$ cat src/mlrq_pkg.sv
// shared types, constants and helpers for the multilevel ready queue
package mlrq_pkg;

   // sizing
   localparam int NUM_LEVELS = 6;
   localparam int NUM_SLOTS  = 64;
   localparam int LVL_W      = $clog2(NUM_LEVELS);
   localparam int ADDR_W     = $clog2(NUM_SLOTS);

   // field widths fixed by the transaction format
   localparam int CMD_W     = 2;
   localparam int SLOT_W    = 6;
   localparam int PRIO_W    = 3;
   localparam int STATUS_W  = 2;
   localparam int REQ_DATA_W = 16;
   localparam int RSP_DATA_W = 8;

   // command codes
   typedef enum logic [CMD_W-1:0] {
      CMD_PUSH   = 2'd0,
      CMD_POP    = 2'd1,
      CMD_REMOVE = 2'd2,
      CMD_NOP    = 2'd3
   } cmd_type;

   // status codes
   typedef enum logic [STATUS_W-1:0] {
      STATUS_OK         = 2'd0,
      STATUS_NONE_READY = 2'd1,
      STATUS_NOT_QUEUED = 2'd2,
      STATUS_ALREADY    = 2'd3
   } status_type;

   // sequencer states
   typedef enum logic [1:0] {
      SEQ_IDLE,
      SEQ_READ,
      SEQ_EXEC
   } seq_state_type;

   // update request to the per-level head/tail table
   typedef struct packed {
      logic              wr_head;
      logic              wr_tail;
      logic              set_nonempty;
      logic              clr_nonempty;
      logic [LVL_W-1:0]  level;
      logic [SLOT_W-1:0] head;
      logic [SLOT_W-1:0] tail;
   } level_upd_type;

   // view of the per-level table
   typedef struct packed {
      logic              any;
      logic [LVL_W-1:0]  top;
      logic [SLOT_W-1:0] head;
      logic [SLOT_W-1:0] tail;
      logic              nonempty;
   } level_view_type;

   // priority clamped to the highest level
   function automatic logic [LVL_W-1:0] clamp_level(input logic [PRIO_W-1:0] prio);
      logic [LVL_W-1:0] lv;
      if (32'(prio) >= NUM_LEVELS) begin
         lv = LVL_W'(NUM_LEVELS - 1);
      end else begin
         lv = LVL_W'(prio);
      end
      return lv;
   endfunction

endpackage

$ cat src/mlrq_link_ram.sv
// generic single-write, single-read memory with registered read data
module mlrq_link_ram #(
   parameter int WIDTH = 6,
   parameter int DEPTH = 64,
   parameter int AW    = $clog2(DEPTH)
) (
   input  logic             clock,
   input  logic             wr_en,
   input  logic [AW-1:0]    wr_addr,
   input  logic [WIDTH-1:0] wr_data,
   input  logic [AW-1:0]    rd_addr,
   output logic [WIDTH-1:0] rd_data
);

   logic [WIDTH-1:0] mem_ff [DEPTH];
   logic [WIDTH-1:0] rd_data_ff;

   // write port
   always_ff @(posedge clock) begin
      if (wr_en) begin
         mem_ff[wr_addr] <= wr_data;
      end
   end

   // read port, registered read data
   always_ff @(posedge clock) begin
      rd_data_ff <= mem_ff[rd_addr];
   end

   assign rd_data = rd_data_ff;

endmodule

$ cat src/mlrq_level_table.sv
// per-level head, tail and nonempty registers with highest-level search
module mlrq_level_table import mlrq_pkg::*; (
   input  logic           clock,
   input  logic           reset,
   input  logic [LVL_W-1:0] query_level,
   input  level_upd_type  upd,
   output level_view_type view
);

   logic [SLOT_W-1:0]     head_ff [NUM_LEVELS];
   logic [SLOT_W-1:0]     tail_ff [NUM_LEVELS];
   logic [NUM_LEVELS-1:0] nonempty_ff;
   logic [NUM_LEVELS-1:0] nonempty_in;
   logic [LVL_W-1:0]      top;

   // highest nonempty level, later levels win
   always_comb begin
      top = '0;
      for (int i = 0; i < NUM_LEVELS; i++) begin
         if (nonempty_ff[i]) begin
            top = LVL_W'(i);
         end
      end
   end

   // view for the sequencer
   always_comb begin
      view.any      = |nonempty_ff;
      view.top      = top;
      view.head     = head_ff[query_level];
      view.tail     = tail_ff[query_level];
      view.nonempty = nonempty_ff[query_level];
   end

   // nonempty marks
   always_comb begin
      nonempty_in = nonempty_ff;
      if (upd.set_nonempty) begin
         nonempty_in[upd.level] = 1'b1;
      end
      if (upd.clr_nonempty) begin
         nonempty_in[upd.level] = 1'b0;
      end
   end

   always_ff @(posedge clock) begin
      if (reset) begin
         nonempty_ff <= '0;
      end else begin
         nonempty_ff <= nonempty_in;
      end
   end

   // head and tail pointers
   always_ff @(posedge clock) begin
      if (upd.wr_head) begin
         head_ff[upd.level] <= upd.head;
      end
      if (upd.wr_tail) begin
         tail_ff[upd.level] <= upd.tail;
      end
   end

endmodule

$ cat src/multilevel_ready_queue.sv
// top level of the multilevel priority ready queue
// A ready queue of task slots with one FIFO per priority level; the highest
// level is the most urgent. Each request transaction (push, pop or remove)
// gives exactly one response transaction. The request is taken in SEQ_IDLE,
// the next, previous and level link memories are read in SEQ_READ, and the
// operation is applied and its response registered in SEQ_EXEC. The response
// register lets the next request be taken while a response still waits; if
// the response is still held when the following operation finishes, that
// operation waits in its last step. No clearing pass is needed after reset.
module multilevel_ready_queue import mlrq_pkg::*; (
   input  logic                  clock,
   input  logic                  reset,
   input  logic                  req_tvalid,
   output logic                  req_tready,
   // command[1:0], task_slot[7:2], task_priority[10:8], zero [15:11]
   input  logic [REQ_DATA_W-1:0] req_tdata,
   output logic                  rsp_tvalid,
   input  logic                  rsp_tready,
   // result_slot[5:0], status[7:6]
   output logic [RSP_DATA_W-1:0] rsp_tdata
);

   seq_state_type state_ff, state_in;

   cmd_type           cmd_ff;
   logic [SLOT_W-1:0] slot_ff;
   logic [PRIO_W-1:0] prio_ff;

   logic [NUM_SLOTS-1:0] queued_ff, queued_in;

   logic                  rsp_valid_ff, rsp_valid_in;
   logic [SLOT_W-1:0]     rsp_slot_ff, rsp_slot_in;
   status_type            rsp_status_ff, rsp_status_in;

   level_upd_type  lvl_upd;
   level_view_type lvl_view;
   logic [LVL_W-1:0] query_level;

   logic [ADDR_W-1:0] rd_addr;
   logic [SLOT_W-1:0] rd_next, rd_prev;
   logic [LVL_W-1:0]  rd_level;

   logic              next_we, prev_we, level_we;
   logic [ADDR_W-1:0] next_waddr, prev_waddr, level_waddr;
   logic [SLOT_W-1:0] next_wdata, prev_wdata;
   logic [LVL_W-1:0]  level_wdata;

   logic             accept, done, slot_ok;
   logic [ADDR_W-1:0] slot_idx, head_idx;
   logic [LVL_W-1:0]  push_level;
   logic             is_head, is_tail;

   assign accept     = req_tvalid && req_tready;
   assign slot_ok    = 32'(slot_ff) < NUM_SLOTS;
   assign slot_idx   = ADDR_W'(slot_ff);
   assign head_idx   = ADDR_W'(lvl_view.head);
   assign push_level = clamp_level(prio_ff);
   assign done       = (state_ff == SEQ_EXEC) && (!rsp_valid_ff || rsp_tready);

   // level looked at by the current operation
   always_comb begin
      case (cmd_ff)
         CMD_PUSH:   query_level = push_level;
         CMD_POP:    query_level = lvl_view.top;
         CMD_REMOVE: query_level = rd_level;
         default:    query_level = push_level;
      endcase
   end

   // link read address: the popped head or the named slot
   assign rd_addr = (cmd_ff == CMD_POP) ? head_idx : slot_idx;

   assign is_head = (lvl_view.head == slot_ff);
   assign is_tail = (lvl_view.tail == slot_ff);

   // sequencer
   always_comb begin
      state_in   = state_ff;
      req_tready = 1'b0;
      case (state_ff)
         SEQ_IDLE: begin
            req_tready = 1'b1;
            if (req_tvalid) begin
               state_in = SEQ_READ;
            end
         end
         SEQ_READ: state_in = SEQ_EXEC;
         SEQ_EXEC: begin
            if (done) begin
               state_in = SEQ_IDLE;
            end
         end
         default: state_in = SEQ_IDLE;
      endcase
   end

   always_ff @(posedge clock) begin
      if (reset) begin
         state_ff <= SEQ_IDLE;
      end else begin
         state_ff <= state_in;
      end
   end

   // request capture
   always_ff @(posedge clock) begin
      if (accept) begin
         cmd_ff  <= cmd_type'(req_tdata[1:0]);
         slot_ff <= req_tdata[7:2];
         prio_ff <= req_tdata[10:8];
      end
   end

   // operation: link writes, level updates, queued marks and response
   always_comb begin
      lvl_upd       = '0;
      lvl_upd.level = query_level;
      next_we       = 1'b0;
      prev_we       = 1'b0;
      level_we      = 1'b0;
      next_waddr    = slot_idx;
      next_wdata    = slot_ff;
      prev_waddr    = slot_idx;
      prev_wdata    = lvl_view.tail;
      level_waddr   = slot_idx;
      level_wdata   = push_level;
      queued_in     = queued_ff;
      rsp_slot_in   = '0;
      rsp_status_in = STATUS_OK;
      case (cmd_ff)
         CMD_PUSH: begin
            if (!slot_ok) begin
               rsp_status_in = STATUS_NOT_QUEUED;
            end else if (queued_ff[slot_idx]) begin
               rsp_status_in = STATUS_ALREADY;
            end else begin
               rsp_slot_in         = slot_ff;
               level_we            = done;
               queued_in[slot_idx] = 1'b1;
               lvl_upd.wr_tail     = done;
               lvl_upd.tail        = slot_ff;
               if (!lvl_view.nonempty) begin
                  lvl_upd.wr_head      = done;
                  lvl_upd.head         = slot_ff;
                  lvl_upd.set_nonempty = done;
               end else begin
                  // append after the current tail
                  next_we    = done;
                  next_waddr = ADDR_W'(lvl_view.tail);
                  prev_we    = done;
               end
            end
         end
         CMD_POP: begin
            if (!lvl_view.any) begin
               rsp_status_in = STATUS_NONE_READY;
            end else begin
               rsp_slot_in         = lvl_view.head;
               queued_in[head_idx] = 1'b0;
               if (lvl_view.tail == lvl_view.head) begin
                  lvl_upd.clr_nonempty = done;
               end else begin
                  lvl_upd.wr_head = done;
                  lvl_upd.head    = rd_next;
               end
            end
         end
         CMD_REMOVE: begin
            if (!slot_ok || !queued_ff[slot_idx]) begin
               rsp_status_in = STATUS_NOT_QUEUED;
            end else begin
               rsp_slot_in         = slot_ff;
               queued_in[slot_idx] = 1'b0;
               if (is_head && is_tail) begin
                  lvl_upd.clr_nonempty = done;
               end else if (is_head) begin
                  lvl_upd.wr_head = done;
                  lvl_upd.head    = rd_next;
               end else if (is_tail) begin
                  lvl_upd.wr_tail = done;
                  lvl_upd.tail    = rd_prev;
               end else begin
                  // splice neighbors around the slot
                  next_we    = done;
                  next_waddr = ADDR_W'(rd_prev);
                  next_wdata = rd_next;
                  prev_we    = done;
                  prev_waddr = ADDR_W'(rd_next);
                  prev_wdata = rd_prev;
               end
            end
         end
         default: begin
            rsp_status_in = STATUS_OK;
         end
      endcase
      if (!done) begin
         queued_in = queued_ff;
      end
   end

   // queued marks
   always_ff @(posedge clock) begin
      if (reset) begin
         queued_ff <= '0;
      end else begin
         queued_ff <= queued_in;
      end
   end

   // response register
   assign rsp_valid_in = done || (rsp_valid_ff && !rsp_tready);

   always_ff @(posedge clock) begin
      if (reset) begin
         rsp_valid_ff <= 1'b0;
      end else begin
         rsp_valid_ff <= rsp_valid_in;
      end
   end

   always_ff @(posedge clock) begin
      if (done) begin
         rsp_slot_ff   <= rsp_slot_in;
         rsp_status_ff <= rsp_status_in;
      end
   end

   assign rsp_tvalid = rsp_valid_ff;
   assign rsp_tdata  = {rsp_status_ff, rsp_slot_ff};

   // per-level head and tail table
   mlrq_level_table u_level_table (
      .clock       (clock),
      .reset       (reset),
      .query_level (query_level),
      .upd         (lvl_upd),
      .view        (lvl_view)
   );

   // link memories indexed by slot
   mlrq_link_ram #(.WIDTH(SLOT_W), .DEPTH(NUM_SLOTS)) u_next_ram (
      .clock   (clock),
      .wr_en   (next_we),
      .wr_addr (next_waddr),
      .wr_data (next_wdata),
      .rd_addr (rd_addr),
      .rd_data (rd_next)
   );

   mlrq_link_ram #(.WIDTH(SLOT_W), .DEPTH(NUM_SLOTS)) u_prev_ram (
      .clock   (clock),
      .wr_en   (prev_we),
      .wr_addr (prev_waddr),
      .wr_data (prev_wdata),
      .rd_addr (rd_addr),
      .rd_data (rd_prev)
   );

   mlrq_link_ram #(.WIDTH(LVL_W), .DEPTH(NUM_SLOTS)) u_level_ram (
      .clock   (clock),
      .wr_en   (level_we),
      .wr_addr (level_waddr),
      .wr_data (level_wdata),
      .rd_addr (rd_addr),
      .rd_data (rd_level)
   );

endmodule

$ cat config.mk
export PLATFORM = sky130hd
export DESIGN_NAME = multilevel_ready_queue
export DESIGN_NICKNAME = d
export VERILOG_FILES = /design/src/mlrq_pkg.sv /design/src/mlrq_link_ram.sv /design/src/mlrq_level_table.sv /design/src/multilevel_ready_queue.sv
export SDC_FILE = /design/constraint.sdc
export NUM_CORES = 2
export LEC_CHECK = 0
export ABC_AREA = 1
export BUFFER_PORTS_ARGS = -buffer_cell sky130_fd_sc_hd__buf_2
export CAP_MARGIN = 30
export CELL_PAD_IN_SITES_DETAIL_PLACEMENT = 1
export CELL_PAD_IN_SITES_GLOBAL_PLACEMENT = 2
export CORE_MARGIN = 10
export CORE_UTILIZATION = 40
export CTS_CLUSTER_SIZE = 20
export DETAILED_ROUTE_END_ITERATION = 8
export PLACE_DENSITY = 0.8
export SLEW_MARGIN = 20
export SYNTH_ARGS = -nofsm -noshare
export SYNTH_HDL_FRONTEND = slang
export SYNTH_SLANG_ARGS = --single-unit
$ cat constraint.sdc
create_clock -name clock -period 7.8 [get_ports clock]
set_clock_uncertainty 0.05 [all_clocks]
set_input_delay 1.56 -clock clock [delete_from_list [all_inputs] [get_ports clock]]
set_output_delay 1.56 -clock clock [all_outputs]
set_load 0.02 [all_outputs]
==> metrics.md <==
| Metric | Value |
|---|---|
| Result of the run | completed |
| Area of the core | 126000 sq um |
| CTS tree | built |
| GRT Resource Usage Total | 21.1% |
| Ys Warns | 0 |
| Initial antenna violation count | 1 |
| Longest Clk Path Bufs | 3 |
| Post-CTS Setup Repair Bufs | 0 |
| Number of violations reported at the end of detailed-routing iteration 0 | 3184 |
| Root Driver | sky130_fd_sc_hd__clkbuf_16 |
| Cell type with the highest aggregate area in the netlist | sky130_fd_sc_hd__edfxtp_1 |
| First-pass GRT wire length | 230 mm |
| Latest clock arrival within the worst-skew pair | 760 ps |
| Ys async rst share | 0% |
| Vias post-DR | 35988 |
| Routed WL | 152 mm |
| Clock slew seen by the registers of the worst setup and hold paths | 60 ps |
| Initial core utilization | 40.3% |
| Max VDD drop | 0.227 mV |
| Placed wire-length estimate after detailed placement | 91.8 mm |
| Type of the worst setup path | reg2reg |
| Sequential cell area fraction in the yosys report | 65.9% |
| Cell Area, Placed | 52400 sq um |
| Pwr Density | 271 nW/um^2 |
| Number of buffers inserted by hold repair at cts | 0 |
| Capturing element type of the critical path | flip-flop |
| Via count of the first global-routing pass | 36681 |
| Most common cell after layout, fill and taps aside | sky130_fd_sc_hd__edfxtp_1 |
| Post-synth top area share | 62.4% |
| Largest fanout on the critical path | 66 |
| Highest-count cells in the layout ignoring fill and taps | 1051 x sky130_fd_sc_hd__edfxtp_1, 934 x sky130_fd_sc_hd__nand2_1, 672 x sky130_fd_sc_hd__nand3_1 |
| Per-cell routed wire length | 23.4 um |
| Setup violations, final | 0 |
| Number of distinct standard cells referenced by the synthesized netlist | 50 |
| Antenna viol nets, final | 0 |
| Arrival time of data at the critical path endpoint | 6340 ps |
| Layout-stage area growth over the synthesis result | 11.8% |
| Number of instances in the synthesized netlist | 4791 |
| Avg Vias per Cell | 5.55 |
| Aggregate global routing overflow | 0 |
| Final number of max-transition violations | 0 |
| Die Outline Area | 141000 sq um |
| Count of flip-flops with a built-in enable after synthesis | 1051 |
| Hold Fails Final Rpt | 0 |
| CP Data Required Time | 8130 ps |
| Final routed DRC violation total | 0 |
| GPL Wtd Cong | 0.839 |
| CTS Buf Count | 130 |
| Fmax | 0.167 GHz |
| Number of nets at the end of the flow | 4757 |
| H-tree levels | 4 |
| Count of cells resized by post-cts repair | 0 |
| Netlist area before placement | 50600 sq um |
| Number of max-capacitance violations reported | 0 |
| Worst hold path type | reg2reg |
| Unrepaired setup endpoints after global routing | no |
| Worst slew pin tran | 990 ps |
| Pin count of the biggest net entering global routing | 160 |
| Die W | 376 um |
| Number of iterations in the first detailed-routing pass | 5 |
| Minimum clock period after layout | 6000 ps |
| Cell area after layout | 56600 sq um |
| Sum of negative setup slack | 0 ps |
| Commonest register cell after synthesis | sky130_fd_sc_hd__edfxtp_1 |
| Number of register bits inferred by synthesis | 1139 |
| Total number of placement rows | 130 |
| Lkg Pwr | 0.0204 uW |
| Number of clock sinks | 1139 |
| Fraction of layout cells with a size suffix above 1 | 7.94% |
| Crit start category | flip-flop |
| N_diodes | 0 |
| Final period util | 76.9% |
| Dominant cells by area after synthesis | sky130_fd_sc_hd__edfxtp_1 62%, sky130_fd_sc_hd__nand2_1 6.9%, sky130_fd_sc_hd__nand3_1 6.7% |
| Die Ht | 376 um |
| Max-Slew Margin vs Limit | 34.0% |
| Synthesized netlist net count | 4815 |
| Port buffer count | 24 |
| Top Ports | 30 |
| Mean area per synthesized cell | 10.6 sq um |
| Worst hold slack | 435 ps |
[cells by family (layout without fill, tap and decap cells)]
logic type | count (synthesis) | after routing | synth area share, %
XOR/XNOR | 4 | 4 | 0.0693
flip-flops | 1139 | 1139 | 65.9
AO/OA/AOI/OAI | 725 | 725 | 8.97
adder cells (fa/ha/maj) | 4 | 4 | 0.0990
buffers and inverters | 823 | 867 | 6.51
AND/OR/NAND/NOR | 2096 | 2096 | 18.5
[registers in the layout (all words and copies together) (netlist names), 36 cells and up]
name / flops
u_level_ram.mem_ff: 192
queued_ff: 64
u_level_table.head_ff: 36
u_level_table.tail_ff: 36
u_next_ram.mem_ff: 384
u_prev_ram.mem_ff: 384
[cells in the mapped netlist (25+ instances only)]
master / instances
sky130_fd_sc_hd__nand2_1: 936
sky130_fd_sc_hd__a21oi_1: 183
sky130_fd_sc_hd__nand4_1: 36
sky130_fd_sc_hd__o211ai_1: 214
sky130_fd_sc_hd__nand3b_1: 30
sky130_fd_sc_hd__a221oi_1: 26
sky130_fd_sc_hd__nor2_1: 321
sky130_fd_sc_hd__buf_2: 90
sky130_fd_sc_hd__o21ai_0: 181
sky130_fd_sc_hd__clkbuf_1: 170
sky130_fd_sc_hd__dfxtp_1: 88
sky130_fd_sc_hd__o22ai_1: 74
sky130_fd_sc_hd__inv_1: 504
sky130_fd_sc_hd__buf_1: 25
sky130_fd_sc_hd__edfxtp_1: 1051
sky130_fd_sc_hd__nor3_1: 50
sky130_fd_sc_hd__nand3_1: 672
[area by class of cell]
class | instances | area [sq um]
Multi-Input combinational cell | 2829 | 14100
Sequential cell | 1139 | 33300
Fill cell | 13652 | 69000
Tap cell | 1650 | 2060
Clock buffer | 169 | 3550
Inverter | 524 | 1980
Timing Repair Buffer | 109 | 956
Clock inverter | 65 | 542
[report_power, final]
| group | switching (uW) | internal [uW] | total (uW) |
|---|---|---|---|
| Sequential | 49.1 | 6910 | 6960 |
| Clock | 2490 | 3420 | 5900 |
| Combinational | 1900 | 583 | 2480 |
| Total | 4440 | 10900 | 15400 |
[metal layers]
metal  GRT usage, %  wire length (um)  vias up
met5              0                 0        -
met4           5.59              3280        0
met3           3.36              8140      212
met2           34.4             71500      930
met1           29.3             69000    18166
li1               -                 -    16680
[worst paths after layout]
check                           slack [ps]                        to          start  cells past startpoint
worst min register to register         440             queued_ff[41]  queued_ff[41]                      2
worst min-delay path                   440             queued_ff[41]  queued_ff[41]                      2
worst max-delay path                  1800  u_prev_ram.mem_ff[62][0]      cmd_ff[0]                     22
worst max register to register        1800  u_prev_ram.mem_ff[62][0]      cmd_ff[0]                     22
[metrics by stage]
step                setup WS, ps  power (uW)  util (%)  std cells
detailed placement          1730        9550      41.7       6248
CTS                         1700       15400      45.0       6482
global placement            1870        9500      41.7       6246
finish                      1800       15400      45.0       6485
global route                1230       15900      45.0       6485
floorplan                   1630        8590         -       4791
[worst max-delay path, stage by stage (launching register included)]
cell and delay (ps):
sky130_fd_sc_hd__edfxtp_1 430, sky130_fd_sc_hd__inv_1 110, sky130_fd_sc_hd__ha_1 220, sky130_fd_sc_hd__buf_4 310, sky130_fd_sc_hd__a21oi_2 120, sky130_fd_sc_hd__a21oi_4 520, sky130_fd_sc_hd__nor2_4 260, sky130_fd_sc_hd__nand3b_1 160
sky130_fd_sc_hd__nand2_1 60, sky130_fd_sc_hd__nor2_1 240, sky130_fd_sc_hd__nand2_1 310, sky130_fd_sc_hd__nand2_1 140, sky130_fd_sc_hd__nand2_1 60, sky130_fd_sc_hd__nand2_1 70, sky130_fd_sc_hd__inv_1 60, sky130_fd_sc_hd__nand3_4 170
sky130_fd_sc_hd__nand3_4 300, sky130_fd_sc_hd__nand2_1 220, sky130_fd_sc_hd__o21ai_4 130, sky130_fd_sc_hd__inv_2 230, sky130_fd_sc_hd__buf_4 650, sky130_fd_sc_hd__nand3_1 190, sky130_fd_sc_hd__nor2_1 550
(Power assumes the default switching activity.)
